[config.mk]
export PLATFORM = sky130hd
export DESIGN_NAME = bsc_div
export DESIGN_NICKNAME = d
export VERILOG_FILES = /design/src/rtl/core/bsc_pkg.sv /design/src/rtl/core/bsc_div.sv
export SDC_FILE = /design/constraint.sdc
export NUM_CORES = 2
export LEC_CHECK = 0
export CORE_MARGIN = 1.5
export CORE_UTILIZATION = 55
export CTS_BUF_LIST = sky130_fd_sc_hd__clkbuf_8
export CTS_CLUSTER_DIAMETER = 200
export CTS_CLUSTER_SIZE = 24
export DETAILED_ROUTE_END_ITERATION = 8
export DONT_BUFFER_PORTS = 1
export MAX_ROUTING_LAYER = met4
export PLACE_DENSITY = 0.7
export SYNTH_ARGS = -nofsm -noshare
export SYNTH_HDL_FRONTEND = slang
export SYNTH_SLANG_ARGS = --single-unit
export TNS_END_PERCENT = 1
[constraint.sdc]
create_clock -name clk -period 5.6 [get_ports clk]
set_clock_uncertainty 0.15 [all_clocks]
set_input_delay 1.12 -clock clk [delete_from_list [all_inputs] [get_ports clk]]
set_output_delay 1.12 -clock clk [all_outputs]
set_load 0.02 [all_outputs]
[src/rtl/core/bsc_pkg.sv]
package bsc_pkg;

  localparam int DIV_BITS = 32;

  localparam logic [2:0] REG_AC1_AC2  = 3'd0;
  localparam logic [2:0] REG_AC3_AC4  = 3'd1;
  localparam logic [2:0] REG_AC5_AC6  = 3'd2;
  localparam logic [2:0] REG_B1_B2    = 3'd3;
  localparam logic [2:0] REG_MC_MD    = 3'd4;
  localparam logic [2:0] REG_OSS      = 3'd5;

  localparam logic [31:0] B6_OFFSET   = 32'd4000;
  localparam logic [31:0] B4_OFFSET   = 32'd32768;
  localparam logic [31:0] B7_SCALE    = 32'd50000;
  localparam logic [31:0] P_K1        = 32'd3038;
  localparam logic [31:0] P_K2        = 32'hFFFF_E343;  // -7357
  localparam logic [31:0] P_K3        = 32'd3791;

  // sideband across the temperature divider
  typedef struct packed {
    logic [31:0] x1;
    logic [23:0] up;
    logic        neg;
    logic        err;
  } d1_side_t;

  // sideband across the pressure divider
  typedef struct packed {
    logic [15:0] temp;
    logic        hi;
    logic        err;
  } d2_side_t;

endpackage

[src/rtl/core/bsc_div.sv]
module bsc_div (
  input  logic        clk,
  input  logic        en,
  input  logic [31:0] num,
  input  logic [31:0] den,
  output logic [31:0] quo
);
  import bsc_pkg::*;

  // one quotient bit per stage, restoring
  logic [31:0] rem_q [0:DIV_BITS-1];
  logic [31:0] nq_q  [0:DIV_BITS-1];
  logic [31:0] dv_q  [0:DIV_BITS-1];

  genvar i;
  generate
    for (i = 0; i < DIV_BITS; i++) begin : g_stage
      logic [31:0] rem_in, nq_in, dv_in;
      logic [32:0] trial, diff;
      logic        take;
      if (i == 0) begin : g_first
        assign rem_in = '0;
        assign nq_in  = num;
        assign dv_in  = den;
      end else begin : g_next
        assign rem_in = rem_q[i-1];
        assign nq_in  = nq_q[i-1];
        assign dv_in  = dv_q[i-1];
      end
      assign trial = {rem_in, nq_in[31]};
      assign diff  = trial - {1'b0, dv_in};
      assign take  = trial >= {1'b0, dv_in};
      always_ff @(posedge clk) begin
        if (en) begin
          rem_q[i] <= take ? diff[31:0] : trial[31:0];
          nq_q[i]  <= {nq_in[30:0], take};
          dv_q[i]  <= dv_in;
        end
      end
    end
  endgenerate

  assign quo = nq_q[DIV_BITS-1];
endmodule

==> results_dict.tcl <==
set metrics [dict create \
    status "finished with violations" \
    violations "max-slew violations" \
    ant_nets 0 \
    leakage_nw 63.23 \
    yosysSeqAreaShare 0.5940 \
    critPathCaptureType "flop" \
    grt_pass1_wl_um 527300 \
    synth-seq-cells 3008 \
    port-buffer-count 0 \
    cp.arrival_ns 5.47 \
    initial_core_util 0.5543 \
    cts_sinks 3008 \
    synthCells 12605 \
    overflow 0 \
    seqPwrFrac 0.421 \
    final_cells 16298 \
    cts.htree.levels 4 \
    min_period_over_period 0.8678 \
    antenna_found_initial 8 \
    p_int_mw 51.76 \
    io-pin-count 98 \
    setup_viol 0 \
    clk_pin_slew_ns 0.16 \
    p_total_mw 85.27 \
    root_buffer "clkbuf_8" \
    grt_max_degree 263 \
    fin_tns_setup_ns 0 \
    first_pass_iters 6 \
    dpl-instance-area_mm2 0.1567 \
    layout_min_cycle_time_ns 4.860 \
    clockBufferDepth 4 \
    worst_slack_ns 0.7404 \
    drt_iter0_drc 7517 \
    hp-start "en" \
    timing.critical_path.from "rem_q[5][0]$_DFFE_PP_" \
    hp-class "in -> reg" \
    synth_largest_area_cell "edfxtp_1" \
    fillers 22488 \
    r2r_start "rem_q[5][0]$_DFFE_PP_" \
    fp-row-count 192 \
    area_growth_pct 4.901 \
    synth_most_common_cell "edfxtp_1" \
    synth_cell_types 95 \
    num-nets-final 13684 \
    vias_per_cell 5.782 \
    cts_buffers 147 \
    track_usage 0.2490 \
    wl_um 341900 \
    swShare 0.3930 \
    switching_power_mw 33.51 \
    fin_util 0.5815 \
    drv_cap 0 \
    die_y_um 528.8 \
    drive_gt1_frac 0.04269 \
    relSlewSlack -0.1599 \
    combPwrFrac 0.475 \
    route.detailed.drc 0 \
    gp_congestion 0.9458 \
    dieArea_mm2 0.2796 \
    synth_common_cells "edfxtp_1, inv_1, nand2_1, ha_1, o21ai_0" \
    worst_slew_pin_slew_ns 1.740 \
    crit_required_ns 6.21 \
    clk_latency_ns 1.10 \
    synth-edff-count 3008 \
    synth_warnings 0 \
    final_area_mm2 0.1595 \
    ir_drop_uv 296.6 \
    synth_top_area_frac 0.5940 \
    cts_tree "yes" \
    rsz0062_at_grt "false" \
    synthesis.nets 13695 \
    die_x_um 528.8 \
    ys.flop_type "edfxtp_1" \
    p_per_area_mw_per_mm2 534.6 \
    hold_ws_ns 0.09999 \
    vias 94242 \
    cts_setup_buffers 0 \
    dp_cells 16066 \
    path_max_fanout 60 \
    clockPowerShare 0.104 \
    synthTopCellsByArea "edfxtp_1, ha_1, o21ai_0" \
    dp_hpwl_um 256600 \
    finalHoldViolCount 0 \
    syn_avg_cell_area_um2 12.06 \
    grt_pass1_vias 92231 \
    pre_cts_slack_ns 0.2663 \
    wl_per_cell_um 20.98 \
    synth_area_mm2 0.1521 \
    max_freq_mhz 205.8 \
    async_reset_ff_frac 0 \
    start_kind "flop" \
    critPathKind "reg -> reg" \
    coreArea_mm2 0.2743 \
    slew_viol_final 401 \
]
## per-layer routing
layer / share of wire / vias up / GRT usage
met5: 0 / - / -
met4: 0.037 / 0 / 0.08333
met3: 0.039 / 572 / 0.02259
met2: 0.51 / 2127 / 0.4311
met1: 0.42 / 45680 / 0.3071
li1: - / 45863 / -
## power by group through the flow
stage / registers [mW] / logic, mW / clock network (mW)
after floorplan: 34.2 / 30.7 / 0
after global placement: 36.4 / 39.3 / 0
after detailed placement: 36.4 / 40.0 / 0
after CTS: 36.0 / 40.3 / 9.35
after global routing: 36.3 / 45.1 / 9.98
final: 35.9 / 40.5 / 8.91
## placed cells by master (no fill, tap or decap), types with 54 or more instances in the layout
cell type and count:
ha_1 994, nand3_1 188, o31ai_1 82, xor2_1 393
a21boi_0 58, a31oi_1 111, mux2_2 190, nand4_1 153
clkbuf_8 149, nor2b_1 155, nand2b_1 125, nor2_1 570
a211oi_1 54, edfxtp_1 3008, o21a_1 120, dlygate4sd3_1 65
and3_1 76, xnor2_1 435, inv_1 1249, nor3_1 112
o21ai_0 975, o21bai_1 124, a21o_1 525, a21oi_1 954
nand2_1 1018
## repair_timing
item,4_1_cts,5_1_grt
hold endpoints to repair,70,3
hold buffers,64,1
gates resized for setup,0,0
## final cells by class
type | count | area (um2) | area share
inverter | 1250 | 4692 | 0.02941
multi-input combinational | 8046 | 56020 | 0.3512
clock buffer | 149 | 2051 | 0.01286
tap | 3686 | 4612 | 0.02891
sequential | 3008 | 90330 | 0.5663
clock inverter | 9 | 98.84 | 0.0006197
timing repair buffer | 141 | 1699 | 0.01065
antenna | 9 | 22.52 | 0.0001412
## worst paths after layout
check        cells past startpoint                     end  slack, ns
max                             13   rem_q[6][5]$_DFFE_PP_       0.74
max reg2reg                     13   rem_q[6][5]$_DFFE_PP_       0.74
min reg2reg                      0   nq_q[14][9]$_DFFE_PP_       0.23
min                              0  nq_q[16][13]$_DFFE_PP_        0.1
## flip-flops by register name, summed over array words and instances (netlist names)
signal / cells
dv_q: 992
nq_q: 1024
rem_q: 992
## kinds of logic (layout without fill, tap and decap cells)
group,Yosys count,count (layout),synth area share
multiplexers,238,238,0.01812
adder cells (fa/ha/maj),1024,1024,0.08574
AND/OR/NAND/NOR,2608,2608,0.07952
AO/OA/AOI/OAI,3348,3348,0.1362
other,0,9,0
XOR/XNOR,828,828,0.04769
buffers and inverters,1551,1549,0.03877
flip-flops,3008,3008,0.5940
## worst max-delay path, stage by stage, from the launching register on
cell      delay (ns)
edfxtp_1        0.46
ha_1            0.33
nor2b_1         0.13
o21ai_0         0.23
a21boi_1        0.15
o31ai_1         0.63
a211oi_1        0.23
a31o_2          0.34
a211oi_1        0.47
o21a_1          0.28
o21ai_1         0.15
a31oi_4         0.23
buf_4           0.51
o21ai_0         0.19
(Power assumes the default switching activity.)
